File: src/hdl/kti_pkg.sv
package kti_pkg;

    localparam int MAX_POINTS = 16;
    localparam int IDX_W      = (MAX_POINTS > 1) ? $clog2(MAX_POINTS) : 1;
    localparam int CNT_W      = $clog2(MAX_POINTS + 1);

    localparam int VALUE_W = 32;
    localparam int DUR_W   = 20;
    localparam int TIME_W  = 24;

    localparam logic [TIME_W-1:0] TIME_MAX = {TIME_W{1'b1}};

    // (to - from) needs one extra bit; product of that with elapsed as a signed value
    localparam int DIFF_W = VALUE_W + 1;
    localparam int PROD_W = DIFF_W + DUR_W + 1;
    // |product| < 2^VALUE_W * duration, so the magnitude fits here
    localparam int MAG_W  = VALUE_W + DUR_W;
    localparam int STEP_W = $clog2(VALUE_W + 1);

    typedef enum logic [1:0] {
        OP_APPEND = 2'd0,
        OP_START  = 2'd1,
        OP_RENDER = 2'd2,
        OP_NOP    = 2'd3
    } opcode_t;

    typedef enum logic [3:0] {
        ST_IDLE,
        ST_DISPATCH,
        ST_START_RD,
        ST_START_ACC,
        ST_SEARCH_RD,
        ST_SEARCH_CHK,
        ST_FETCH_TO,
        ST_FETCH_FROM,
        ST_DIFF,
        ST_PROD,
        ST_DIV_GO,
        ST_DIV_WAIT,
        ST_FINISH,
        ST_OUT
    } state_t;

    typedef struct packed {
        opcode_t             opcode;
        logic [DUR_W-1:0]    segment_duration;
        logic [VALUE_W-1:0]  point_target;
        logic [TIME_W-1:0]   query_time;
    } in_item_t;

    typedef struct packed {
        logic [VALUE_W-1:0]  tween_value;
        logic [TIME_W-1:0]   clamped_time;
        logic                accepted;
    } out_item_t;

    typedef struct packed {
        logic busy;
        logic done;
    } div_status_t;

endpackage

File: src/hdl/kti_ram.sv
module kti_ram #(
    parameter int WIDTH = 32,
    parameter int DEPTH = 16
) (
    input  logic                                          clk,
    input  logic                                          we,
    input  logic [((DEPTH > 1) ? $clog2(DEPTH) : 1)-1:0]  waddr,
    input  logic [WIDTH-1:0]                              wdata,
    input  logic [((DEPTH > 1) ? $clog2(DEPTH) : 1)-1:0]  raddr,
    output logic [WIDTH-1:0]                              rdata
);

    logic [WIDTH-1:0] mem_reg [DEPTH];
    logic [WIDTH-1:0] rdata_reg;

    always_ff @(posedge clk)
    begin
        if (we)
        begin
            mem_reg[waddr] <= wdata;
        end
        rdata_reg <= mem_reg[raddr];
    end

    assign rdata = rdata_reg;

endmodule

File: src/hdl/kti_div.sv
module kti_div (
    input  logic                                clk,
    input  logic                                rst_n,
    input  logic                                start,
    input  logic [kti_pkg::MAG_W-1:0]           dividend,
    input  logic [kti_pkg::DUR_W-1:0]           divisor,
    output logic [kti_pkg::VALUE_W-1:0]         quotient,
    output kti_pkg::div_status_t                status
);

    logic                               busy_reg, busy_next;
    logic                               done_reg, done_next;
    logic [kti_pkg::STEP_W-1:0]         step_reg, step_next;
    logic [kti_pkg::DUR_W-1:0]          rem_reg, rem_next;
    logic [kti_pkg::VALUE_W-1:0]        quo_reg, quo_next;
    logic [kti_pkg::DUR_W-1:0]          dsr_reg, dsr_next;
    logic [kti_pkg::DUR_W:0]            shifted;
    logic [kti_pkg::DUR_W:0]            trial;

    always_ff @(posedge clk or negedge rst_n)
    begin
        if (!rst_n)
        begin
            busy_reg <= 1'b0;
            done_reg <= 1'b0;
            step_reg <= '0;
        end
        else
        begin
            busy_reg <= busy_next;
            done_reg <= done_next;
            step_reg <= step_next;
        end
    end

    always_ff @(posedge clk)
    begin
        rem_reg <= rem_next;
        quo_reg <= quo_next;
        dsr_reg <= dsr_next;
    end

    always_comb
    begin
        busy_next = busy_reg;
        done_next = 1'b0;
        step_next = step_reg;
        rem_next  = rem_reg;
        quo_next  = quo_reg;
        dsr_next  = dsr_reg;
        shifted   = {rem_reg, quo_reg[kti_pkg::VALUE_W-1]};
        trial     = shifted - {1'b0, dsr_reg};
        if (start)
        begin
            // upper part of the dividend is already below the divisor
            busy_next = 1'b1;
            step_next = '0;
            rem_next  = dividend[kti_pkg::MAG_W-1:kti_pkg::VALUE_W];
            quo_next  = dividend[kti_pkg::VALUE_W-1:0];
            dsr_next  = divisor;
        end
        else if (busy_reg)
        begin
            if (shifted >= {1'b0, dsr_reg})
            begin
                rem_next = trial[kti_pkg::DUR_W-1:0];
                quo_next = {quo_reg[kti_pkg::VALUE_W-2:0], 1'b1};
            end
            else
            begin
                rem_next = shifted[kti_pkg::DUR_W-1:0];
                quo_next = {quo_reg[kti_pkg::VALUE_W-2:0], 1'b0};
            end
            step_next = step_reg + kti_pkg::STEP_W'(1);
            if (step_reg == kti_pkg::STEP_W'(kti_pkg::VALUE_W - 1))
            begin
                busy_next = 1'b0;
                done_next = 1'b1;
            end
        end
    end

    assign quotient    = quo_reg;
    assign status.busy = busy_reg;
    assign status.done = done_reg;

endmodule

File: src/hdl/keyframe_tween_interpolator.sv
// Append, no-op, and start or render over an empty table go from dispatch straight to output;
// start walks all N points to build the end-time table, and render searches k points and
// then divides, skipping the divider when the found segment has zero length.
// One item at a time: a new input is taken only in idle, once the last result is registered.
// Render time is set by the point search and the 32-step serial divider.
// Reset: rst_n clears point count, total time, last value, start value; tables keep contents.
module keyframe_tween_interpolator (
    input  logic                           clk,
    input  logic                           rst_n,
    input  logic                           in_valid,
    output logic                           in_ready,
    input  kti_pkg::in_item_t              in_data,
    output logic                           out_valid,
    input  logic                           out_ready,
    output kti_pkg::out_item_t             out_data,
    input  logic                           cfg_wr_en,
    input  logic [kti_pkg::VALUE_W-1:0]    cfg_wr_data
);

    kti_pkg::state_t                       state_reg, state_next;
    kti_pkg::in_item_t                     cmd_reg, cmd_next;
    logic [kti_pkg::CNT_W-1:0]             count_reg, count_next;
    logic [kti_pkg::TIME_W-1:0]            total_reg, total_next;
    logic [kti_pkg::VALUE_W-1:0]           last_reg, last_next;
    logic [kti_pkg::VALUE_W-1:0]           start_val_reg;
    logic                                  out_valid_reg, out_valid_next;
    kti_pkg::out_item_t                    out_data_reg, out_data_next;

    logic [kti_pkg::IDX_W-1:0]             idx_reg, idx_next;
    logic [kti_pkg::TIME_W-1:0]            run_reg, run_next;
    logic [kti_pkg::TIME_W-1:0]            t_reg, t_next;
    logic [kti_pkg::TIME_W-1:0]            prev_end_reg, prev_end_next;
    logic                                  acc_reg, acc_next;
    logic [kti_pkg::VALUE_W-1:0]           to_reg, to_next;
    logic [kti_pkg::VALUE_W-1:0]           from_reg, from_next;
    logic [kti_pkg::DUR_W-1:0]             d_reg, d_next;
    logic [kti_pkg::DUR_W-1:0]             elapsed_reg, elapsed_next;
    logic signed [kti_pkg::DIFF_W-1:0]     diff_reg, diff_next;
    logic signed [kti_pkg::PROD_W-1:0]     prod_reg, prod_next;
    logic                                  neg_reg, neg_next;

    logic [kti_pkg::CNT_W-1:0]             count_m1;
    logic [kti_pkg::IDX_W-1:0]             last_idx;
    logic [kti_pkg::TIME_W:0]              run_sum;
    logic [kti_pkg::TIME_W-1:0]            run_sat;
    logic [kti_pkg::TIME_W-1:0]            elapsed_full;
    logic [kti_pkg::VALUE_W-1:0]           from_sel;
    logic signed [kti_pkg::PROD_W-1:0]     prod_abs;
    logic [kti_pkg::DIFF_W-1:0]            q_signed;
    logic [kti_pkg::DIFF_W-1:0]            tween_sum;

    logic                                  val_we, dur_we, end_we;
    logic [kti_pkg::IDX_W-1:0]             val_raddr;
    logic [kti_pkg::VALUE_W-1:0]           val_rdata;
    logic [kti_pkg::DUR_W-1:0]             dur_rdata;
    logic [kti_pkg::TIME_W-1:0]            end_rdata;

    logic                                  div_start;
    logic [kti_pkg::VALUE_W-1:0]           div_quo;
    kti_pkg::div_status_t                  div_status;

    kti_ram #(.WIDTH(kti_pkg::VALUE_W), .DEPTH(kti_pkg::MAX_POINTS)) u_val_ram (
        .clk   (clk),
        .we    (val_we),
        .waddr (count_reg[kti_pkg::IDX_W-1:0]),
        .wdata (cmd_reg.point_target),
        .raddr (val_raddr),
        .rdata (val_rdata)
    );

    kti_ram #(.WIDTH(kti_pkg::DUR_W), .DEPTH(kti_pkg::MAX_POINTS)) u_dur_ram (
        .clk   (clk),
        .we    (dur_we),
        .waddr (count_reg[kti_pkg::IDX_W-1:0]),
        .wdata (cmd_reg.segment_duration),
        .raddr (idx_reg),
        .rdata (dur_rdata)
    );

    kti_ram #(.WIDTH(kti_pkg::TIME_W), .DEPTH(kti_pkg::MAX_POINTS)) u_end_ram (
        .clk   (clk),
        .we    (end_we),
        .waddr (idx_reg),
        .wdata (run_sat),
        .raddr (idx_reg),
        .rdata (end_rdata)
    );

    kti_div u_div (
        .clk      (clk),
        .rst_n    (rst_n),
        .start    (div_start),
        .dividend (prod_abs[kti_pkg::MAG_W-1:0]),
        .divisor  (d_reg),
        .quotient (div_quo),
        .status   (div_status)
    );

    always_ff @(posedge clk or negedge rst_n)
    begin
        if (!rst_n)
        begin
            state_reg     <= kti_pkg::ST_IDLE;
            count_reg     <= '0;
            total_reg     <= '0;
            last_reg      <= '0;
            start_val_reg <= '0;
            out_valid_reg <= 1'b0;
        end
        else
        begin
            state_reg     <= state_next;
            count_reg     <= count_next;
            total_reg     <= total_next;
            last_reg      <= last_next;
            out_valid_reg <= out_valid_next;
            if (cfg_wr_en)
            begin
                start_val_reg <= cfg_wr_data;
            end
        end
    end

    always_ff @(posedge clk)
    begin
        cmd_reg      <= cmd_next;
        out_data_reg <= out_data_next;
        idx_reg      <= idx_next;
        run_reg      <= run_next;
        t_reg        <= t_next;
        prev_end_reg <= prev_end_next;
        acc_reg      <= acc_next;
        to_reg       <= to_next;
        from_reg     <= from_next;
        d_reg        <= d_next;
        elapsed_reg  <= elapsed_next;
        diff_reg     <= diff_next;
        prod_reg     <= prod_next;
        neg_reg      <= neg_next;
    end

    always_comb
    begin
        count_m1     = count_reg - kti_pkg::CNT_W'(1);
        last_idx     = count_m1[kti_pkg::IDX_W-1:0];
        run_sum      = {1'b0, run_reg} + (kti_pkg::TIME_W + 1)'(dur_rdata);
        run_sat      = run_sum[kti_pkg::TIME_W] ? kti_pkg::TIME_MAX
                                                 : run_sum[kti_pkg::TIME_W-1:0];
        elapsed_full = (t_reg > prev_end_reg) ? (t_reg - prev_end_reg) : '0;
        from_sel     = (idx_reg == '0) ? start_val_reg : val_rdata;
        prod_abs     = prod_reg[kti_pkg::PROD_W-1] ? -prod_reg : prod_reg;
        q_signed     = neg_reg ? -{1'b0, div_quo} : {1'b0, div_quo};
        tween_sum    = {from_reg[kti_pkg::VALUE_W-1], from_reg} + q_signed;
    end

    always_comb
    begin
        state_next     = state_reg;
        cmd_next       = cmd_reg;
        count_next     = count_reg;
        total_next     = total_reg;
        last_next      = last_reg;
        out_valid_next = out_valid_reg;
        out_data_next  = out_data_reg;
        idx_next       = idx_reg;
        run_next       = run_reg;
        t_next         = t_reg;
        prev_end_next  = prev_end_reg;
        acc_next       = acc_reg;
        to_next        = to_reg;
        from_next      = from_reg;
        d_next         = d_reg;
        elapsed_next   = elapsed_reg;
        diff_next      = diff_reg;
        prod_next      = prod_reg;
        neg_next       = neg_reg;
        in_ready       = 1'b0;
        val_we         = 1'b0;
        dur_we         = 1'b0;
        end_we         = 1'b0;
        val_raddr      = idx_reg;
        div_start      = 1'b0;

        // drop the output item once it transfers
        if (out_valid_reg && out_ready)
        begin
            out_valid_next = 1'b0;
        end

        unique case (state_reg)
            kti_pkg::ST_IDLE:
            begin
                in_ready = 1'b1;
                if (in_valid)
                begin
                    cmd_next   = in_data;
                    state_next = kti_pkg::ST_DISPATCH;
                end
            end

            kti_pkg::ST_DISPATCH:
            begin
                acc_next   = 1'b1;
                t_next     = '0;
                idx_next   = '0;
                state_next = kti_pkg::ST_OUT;
                unique case (cmd_reg.opcode)
                    kti_pkg::OP_APPEND:
                    begin
                        if (count_reg >= kti_pkg::CNT_W'(kti_pkg::MAX_POINTS))
                        begin
                            acc_next = 1'b0;
                        end
                        else
                        begin
                            val_we     = 1'b1;
                            dur_we     = 1'b1;
                            count_next = count_reg + kti_pkg::CNT_W'(1);
                        end
                    end
                    kti_pkg::OP_START:
                    begin
                        run_next = '0;
                        if (count_reg == '0)
                        begin
                            total_next = '0;
                        end
                        else
                        begin
                            state_next = kti_pkg::ST_START_RD;
                        end
                    end
                    kti_pkg::OP_RENDER:
                    begin
                        if (count_reg == '0)
                        begin
                            last_next = start_val_reg;
                        end
                        else
                        begin
                            t_next        = (cmd_reg.query_time > total_reg) ? total_reg
                                                                             : cmd_reg.query_time;
                            prev_end_next = '0;
                            state_next    = kti_pkg::ST_SEARCH_RD;
                        end
                    end
                    default:
                    begin
                        state_next = kti_pkg::ST_OUT;
                    end
                endcase
            end

            kti_pkg::ST_START_RD:
            begin
                state_next = kti_pkg::ST_START_ACC;
            end

            kti_pkg::ST_START_ACC:
            begin
                end_we   = 1'b1;
                run_next = run_sat;
                if (idx_reg == last_idx)
                begin
                    total_next = run_sat;
                    state_next = kti_pkg::ST_OUT;
                end
                else
                begin
                    idx_next   = idx_reg + kti_pkg::IDX_W'(1);
                    state_next = kti_pkg::ST_START_RD;
                end
            end

            kti_pkg::ST_SEARCH_RD:
            begin
                state_next = kti_pkg::ST_SEARCH_CHK;
            end

            kti_pkg::ST_SEARCH_CHK:
            begin
                // advance past points that end before t; stop at the last point regardless
                if ((t_reg > end_rdata) && (idx_reg != last_idx))
                begin
                    prev_end_next = end_rdata;
                    idx_next      = idx_reg + kti_pkg::IDX_W'(1);
                    state_next    = kti_pkg::ST_SEARCH_RD;
                end
                else
                begin
                    state_next = kti_pkg::ST_FETCH_TO;
                end
            end

            kti_pkg::ST_FETCH_TO:
            begin
                state_next = kti_pkg::ST_FETCH_FROM;
            end

            kti_pkg::ST_FETCH_FROM:
            begin
                to_next    = val_rdata;
                d_next     = dur_rdata;
                val_raddr  = idx_reg - kti_pkg::IDX_W'(1);
                state_next = kti_pkg::ST_DIFF;
            end

            kti_pkg::ST_DIFF:
            begin
                from_next = from_sel;
                diff_next = $signed({to_reg[kti_pkg::VALUE_W-1], to_reg})
                          - $signed({from_sel[kti_pkg::VALUE_W-1], from_sel});
                if (elapsed_full > kti_pkg::TIME_W'(d_reg))
                begin
                    elapsed_next = d_reg;
                end
                else
                begin
                    elapsed_next = elapsed_full[kti_pkg::DUR_W-1:0];
                end
                state_next = kti_pkg::ST_PROD;
            end

            kti_pkg::ST_PROD:
            begin
                if (d_reg == '0)
                begin
                    last_next  = to_reg;
                    state_next = kti_pkg::ST_OUT;
                end
                else
                begin
                    prod_next  = kti_pkg::PROD_W'(diff_reg)
                               * kti_pkg::PROD_W'($signed({1'b0, elapsed_reg}));
                    state_next = kti_pkg::ST_DIV_GO;
                end
            end

            kti_pkg::ST_DIV_GO:
            begin
                neg_next   = prod_reg[kti_pkg::PROD_W-1];
                div_start  = 1'b1;
                state_next = kti_pkg::ST_DIV_WAIT;
            end

            kti_pkg::ST_DIV_WAIT:
            begin
                if (div_status.done && !div_status.busy)
                begin
                    state_next = kti_pkg::ST_FINISH;
                end
            end

            kti_pkg::ST_FINISH:
            begin
                last_next  = tween_sum[kti_pkg::VALUE_W-1:0];
                state_next = kti_pkg::ST_OUT;
            end

            kti_pkg::ST_OUT:
            begin
                // hold until the output register is free
                if (!out_valid_reg || out_ready)
                begin
                    out_valid_next             = 1'b1;
                    out_data_next.tween_value  = last_reg;
                    out_data_next.clamped_time = t_reg;
                    out_data_next.accepted     = acc_reg;
                    state_next                 = kti_pkg::ST_IDLE;
                end
            end

            default:
            begin
                state_next = kti_pkg::ST_IDLE;
            end
        endcase
    end

    assign out_valid = out_valid_reg;
    assign out_data  = out_data_reg;

endmodule
File: config.mk
export PLATFORM = sky130hd
export DESIGN_NAME = keyframe_tween_interpolator
export DESIGN_NICKNAME = d
export VERILOG_FILES = /design/src/hdl/kti_pkg.sv /design/src/hdl/kti_ram.sv /design/src/hdl/kti_div.sv /design/src/hdl/keyframe_tween_interpolator.sv
export SDC_FILE = /design/constraint.sdc
export NUM_CORES = 2
export LEC_CHECK = 0
export ABC_AREA = 1
export BUFFER_PORTS_ARGS = -buffer_cell sky130_fd_sc_hd__buf_4
export CAP_MARGIN = 0
export CORE_UTILIZATION = 35
export DETAILED_ROUTE_END_ITERATION = 10
export PLACE_DENSITY = 0.6
export SYNTH_ARGS = -nofsm -noshare
export SYNTH_HDL_FRONTEND = slang
export SYNTH_SLANG_ARGS = --single-unit
File: constraint.sdc
create_clock -name clk -period 6.25 [get_ports clk]
set_input_delay 0.3125 -clock clk [delete_from_list [all_inputs] [get_ports clk]]
set_output_delay 0.3125 -clock clk [all_outputs]
set_load 0.02 [all_outputs]
Word level (Yosys, flattened, before mapping)

Memory sizes are Yosys's and may differ from the RTL's. A register that Yosys moved wholly into a read port is not among the register bits.
Cells that the tools add are included.

$add $sub $neg: 12
Multipliers: 1
$lt $le $gt $ge: 6
Equality and inequality tests: 29
Multiplexer cells: 62
Bitwise operators: 3
Reduce and logical (&&, ||, !) cells: 27

Operators by type and width:

| cell                                                | number |
|---|---|
| 2-to-1 mux 24 bit                                   | 10 |
| 2-to-1 mux 32 bit                                   | 7 |
| case mux 24 bit (2 select lines)                    | 3 |
| case mux 32 bit (3 select lines)                    | 1 |
| 2-to-1 mux 20 bit                                   | 4 |
| greater-than comparator 24 bit                      | 3 |
| case mux 4 bit (14 select lines)                    | 1 |
| multiplier 33 x 21 -> 54 bit                        | 1 |
| 2-to-1 mux 52 bit                                   | 1 |
| negator 52 bit                                      | 1 |
| 2-to-1 mux 4 bit                                    | 9 |
| subtractor 32 x 32 -> 33 bit                        | 1 |
| adder 32 bit                                        | 1 |
| negator 32 bit                                      | 1 |
| adder 24 x 20 -> 25 bit                             | 1 |
| equality test 4 bit, second input constant          | 6 |
| greater-than comparator 24 x 20 -> 1 bit            | 1 |
| subtractor 24 bit                                   | 1 |
| greater-or-equal comparator 21 x 20 -> 1 bit        | 1 |
| zero test 20 bit                                    | 1 |
| 2-to-1 mux 1 bit                                    | 20 |
| != test 2 bit, second input constant                | 10 |
| subtractor 20 bit                                   | 1 |
| equality test 4 x 3 -> 1 bit, second input constant | 4 |
| 31 further kinds                                    | 50 |

Flip-flop bits (word level): 582
Memory bits (writable): 1216
Logic and storage cells: 174
Memories kept: 3

Memories:

| memory            | words | width | rd ports | clocked after Yosys merged registers in | write ports | RTL line      | text |
|---|---|---|---|---|---|---|---|
| u_val_ram.mem_reg | 16    | 32    | 1        | 1                                       | 1           | kti_ram.sv:13 | `logic [WIDTH-1:0] mem_reg [DEPTH];` |
| u_end_ram.mem_reg | 16    | 24    | 1        | 1                                       | 1           | kti_ram.sv:13 |  |
| u_dur_ram.mem_reg | 16    | 20    | 1        | 1                                       | 1           | kti_ram.sv:13 |  |

Depth between registers and ports, before layout

Depth in word-level cells: 6
Gate-level depth with buffers: 30

Modules after synthesis

A second synthesis with hierarchy kept.

Cell total of the unflattened synthesis: 12284
Area, all modules: 112781.9 um^2

By module, submodules not included:

| module                      | instances | cells each | area an instance (um^2) | sequential area each (um^2) |
|---|---|---|---|---|
| keyframe_tween_interpolator | 1         | 6641       | 54105.6                 | 14554.0 |
| kti_ram (u_val_ram)         | 1         | 2120       | 22730.6                 | 16015.4 |
| kti_ram (u_end_ram)         | 1         | 1597       | 16951.3                 | 12011.5 |
| kti_ram (u_dur_ram)         | 1         | 1336       | 14192.4                 | 10009.6 |
| kti_div                     | 1         | 590        | 4802.1                  | 2362.3 |

Worst setup path before layout

No wires, ideal clock.

Path type: flip-flop to flip-flop
Start: register elapsed_reg[5] in the netlist's numbering
End: register prod_reg[49] in the netlist's numbering, data pin
Setup time: 253 ps
Arrival: 6023 ps
Slack: -25 ps
Cell stages (with the launch flop): 23
Clock period less this slack: 6275 ps
Path through: edfxtp_1 > clkbuf_1 > clkbuf_1 > nand2_1 > fa_1 > fa_1 > inv_1 > fa_1 > inv_1 > fa_1 > inv_1 > fa_1 > fa_1 > fa_1 > ha_1 > nand2_1 > nor2_1 > inv_1 > nor2_1 > nand4_1 > or2_1 > nand4_1 > nand2_1

Word-level cells in the longest chain between the ends: 1

Ends and longest elaborated chain:

| element                      | RTL line                           | text |
|---|---|---|
| start, declared              | keyframe_tween_interpolator.sv:37  | `logic [kti_pkg::DUR_W-1:0] elapsed_reg, elapsed_next;` |
| start signal, assigned       | keyframe_tween_interpolator.sv:136 | `elapsed_reg <= elapsed_next;` |
| multiplier 33 x 21 -> 54 bit | keyframe_tween_interpolator.sv:334 | `* kti_pkg::PROD_W'($signed({1'b0, elapsed_reg}));` |
| end signal, assigned         | keyframe_tween_interpolator.sv:138 | `prod_reg <= prod_next;` |
| end, declared                | keyframe_tween_interpolator.sv:39  | `logic signed [kti_pkg::PROD_W-1:0] prod_reg, prod_next;` |

No other way between the ends.
A chain may end at the register's enable or synchronous reset.

Final worst setup path

Start: register elapsed_reg[9] in the netlist's numbering
End: register prod_reg[47] in the netlist's numbering, data pin

The elaborated chain is that of the path after synthesis.

==> impl_metrics.py <==
metrics = {
    "routing": {
        "drt-vias-per-instance": 5.02,
        "drcViolationCount": 0,
        "antenna_left": 0,
        "drtIter0Drc": 6852,
        "wl_um": 306000,
        "vias": 75822,
        "wl_per_cell_um": 20.3,
        "dr.pass1.iters": 6,
    },
    "synth": {
        "syn_inst": 10523,
        "syn_nets": 11643,
        "yosys_warnings": 0,
        "synth.area.top_cells": "edfxtp_1 (48%), fa_1 (12%), nand2_1 (6.4%)",
        "yosysSeqAreaShare_pct": 51.5,
        "synth_ff_type": "edfxtp_1",
        "synth.top_cell.area_share_pct": 47.6,
        "netlist_area_mm2": 0.107,
        "synth.distinct_cells": 65,
        "syn_avg_cell_area_um2": 10.1,
        "ys_ff_latch": 1873,
        "synthArstFlopShare_pct": 5.66,
        "synth_edf_count": 1691,
        "yosys.area.top_type": "edfxtp_1",
    },
    "final_layout": {
        "nets": 12099,
        "area_delta_synth_final_pct": 16.0,
        "largest_register_ffs": 512,
        "drive_above_1_share_pct": 11.2,
    },
    "clocking": {
        "root_buffer": "clkbuf_16",
        "cts_sinks": 1873,
        "path_clk_slew_ns": 0.07,
        "worstSkewPairLatency_ns": 0.86,
        "clockBufferDepth": 4,
        "cts_buffers": 187,
        "htreeDepth": 4,
        "cts_tree": "done",
    },
    "timing": {
        "worstMarginPinSlew_ns": 1.19,
        "hold_viol": 0,
        "timing.final.crit_share_pct": 101,
        "rsz0062_at_grt": "true",
        "max-slew-margin-rel_pct": 20.8,
        "worst_slack_ns": -0.0389,
        "fin_crit_ns": 6.29,
        "final_max_slew_viol_count": 0,
        "skew_ns": 0.0580,
        "setup_viol": 4,
        "max_clock_freq_mhz": 159,
    },
    "grt": {
        "grt_util_met2_pct": 32.6,
        "use_met3_pct": 2.05,
        "gr-total-overflow": 0,
        "grt_pass1_wl_um": 459000,
        "grt_antenna_before_repair": 17,
        "track_usage_pct": 19.5,
        "grt_pass1_vias": 74181,
        "busiest_layer": "met2",
        "grt_max_degree": 241,
        "grt_use_met1_pct": 26.4,
    },
    "placement": {
        "hpwl_um": 210000,
        "numPortBuffers": 173,
        "place_congestion": 0.950,
        "post-place-ws_ns": -0.273,
    },
    "outcome": {
        "status": "finished with violations",
        "violations": "negative setup slack",
    },
    "min_path": {
        "hp-class": "in2async",
    },
    "die": {
        "num_io_pins": 174,
        "fp.dieH_um": 554,
        "die_area_mm2": 0.307,
        "core-area_mm2": 0.303,
        "die_w_um": 554,
        "core.rowCount": 202,
        "initial_core_util_pct": 35.2,
    },
    "critical_path": {
        "crit_fanout": 20,
        "r2r_start": "elapsed_reg[9]$_DFFE_PP_",
        "worstSetupPathType": "reg2reg",
        "crit_required_ns": 6.81,
        "cp.arrival_ns": 6.85,
        "r2r_end": "prod_reg[47]$_DFFE_PP_",
        "reg2reg_slack_ns": -0.04,
        "path_cells": "buf_12 > buf_4 > nand2_1 > inv_1 > fa_1 > inv_1 > fa_1 > fa_1 > inv_1 > fa_1 > fa_1 > fa_1 > fa_1 > ha_4 > nand2_1 > nor2_1 > buf_4 > inv_1 > nor2_2 > nand2_1 > nor4_2 > nand2_1 > o211ai_1 > xor2_1",
        "slowest_delay_ns": 0.57,
        "cp_common_cell": "fa_1",
        "crit_path_start_kind": "register",
        "cp_slowest_cell": "fa_1",
        "rr_worst_depth": 24,
        "crit_path_end_kind": "register",
    },
    "job": {
        "cap_violations": 0,
    },
}
==> critical path: cells and delay by family, from the launching register on <==
kind | cells | cell delay [ns]
buffers and inverters | 7 | 0.73
AO/OA/AOI/OAI | 1 | 0.10
XOR/XNOR | 1 | 0.11
flip-flops | 1 | 0.41
adder cells (fa/ha/maj) | 8 | 3.86
AND/OR/NAND/NOR | 7 | 0.80
==> through the flow <==
stage / TNS, ns / area, um^2 / util (%) / hold WS, ns / instances
after floorplan: 0 / 107000 / - / 0.0169 / 10523
after global placement: -2.43 / 115000 / 38.1 / 0.194 / 14632
after detailed placement: -2.74 / 115000 / 38.1 / 0.193 / 14632
after CTS: -0.105 / 123000 / 40.5 / 0.00801 / 15084
after global routing: -5.89 / 124000 / 40.8 / 0.0706 / 15102
final: -0.0751 / 124000 / 40.8 / 0.0167 / 15104
==> final cells by class <==
type | count | area (um^2)
Fill cell | 28915 | 179000
Sequential cell | 1873 | 55000
Multi-Input combinational cell | 6444 | 44800
Timing Repair Buffer | 732 | 6630
Inverter | 1741 | 6560
Clock buffer | 249 | 5120
Tap cell | 3978 | 4980
Clock inverter | 82 | 756
Antenna cell | 5 | 12.5
==> synth_stat cells, types with 28 or more instances <==
cell type / instances
nand2_1: 1831
inv_1: 1725
edfxtp_1: 1691
nor2_1: 1111
o21ai_0: 891
fa_1: 658
clkbuf_1: 357
ha_1: 347
a21oi_1: 321
nand3_1: 279
o22ai_1: 258
xor2_1: 114
dfrtp_1: 106
nand4_1: 106
buf_2: 77
dfxtp_1: 76
xnor2_1: 68
nor3_1: 57
o21ai_1: 47
o211ai_1: 44
o221ai_1: 43
or2_2: 33
mux2_2: 29
a31oi_1: 28
==> how the worst max path moves through the flow <==
stage	start	end
floorplan	elapsed_reg[7]$_DFFE_PP_	prod_reg[47]$_DFFE_PP_
global placement	elapsed_reg[9]$_DFFE_PP_	prod_reg[46]$_DFFE_PP_
detailed placement	diff_reg[24]$_DFFE_PP_	prod_reg[46]$_DFFE_PP_
CTS	elapsed_reg[6]$_DFFE_PP_	prod_reg[31]$_DFFE_PP_
global route	elapsed_reg[9]$_DFFE_PP_	prod_reg[47]$_DFFE_PP_
finish	elapsed_reg[9]$_DFFE_PP_	prod_reg[47]$_DFFE_PP_
==> layer usage <==
layer | vias to the layer above | wire (um)
li1 | 35577 | -
met1 | 37471 | 131000
met2 | 2323 | 147000
met3 | 449 | 18100
met4 | 2 | 11000
met5 | - | 20
==> timing repair <==
item	4_1_cts	5_1_grt
setup endpoints to repair	31	38
gates cloned	0	3
resized for setup	78	206
hold buffers	117	0
endpoints found under the hold margin	229	0
pin swaps	14	55
setup buffers	4	13
==> layout by cell type (no fill, tap or decap), drive strengths merged, types with 28 or more instances in the layout <==
master,Yosys,routed
a21oi,321,321
a31oi,28,28
buf,105,613
clkbuf,360,251
clkinv,3,57
dfrtp,106,106
dfxtp,76,76
dlygate4sd3,0,117
edfxtp,1691,1691
fa,658,658
ha,347,347
inv,1738,1744
mux2,29,29
nand2,1837,1837
nand3,281,281
nand4,106,106
nor2,1116,1116
nor3,58,58
o211ai,44,44
o21ai,939,939
o221ai,43,43
o22ai,258,258
or2,37,37
xnor2,68,68
xor2,115,115
==> kinds of logic after synthesis <==
| family | after synthesis | share of synthesized area (%) |
|---|---|---|
| and+or+nand+nor | 3487 | 13.2 |
| buffers and inverters | 2206 | 7.93 |
| DFF | 1873 | 51.5 |
| AOI/OAI and AO/OA | 1740 | 9.12 |
| adders and majority gates | 1005 | 16.4 |
| xor gates and xnor gates | 183 | 1.51 |
| muxes | 29 | 0.306 |
Power is left out: the tool's default activity adds up to more than one toggle a clock period on the data nets, which glitch-free logic cannot reach.
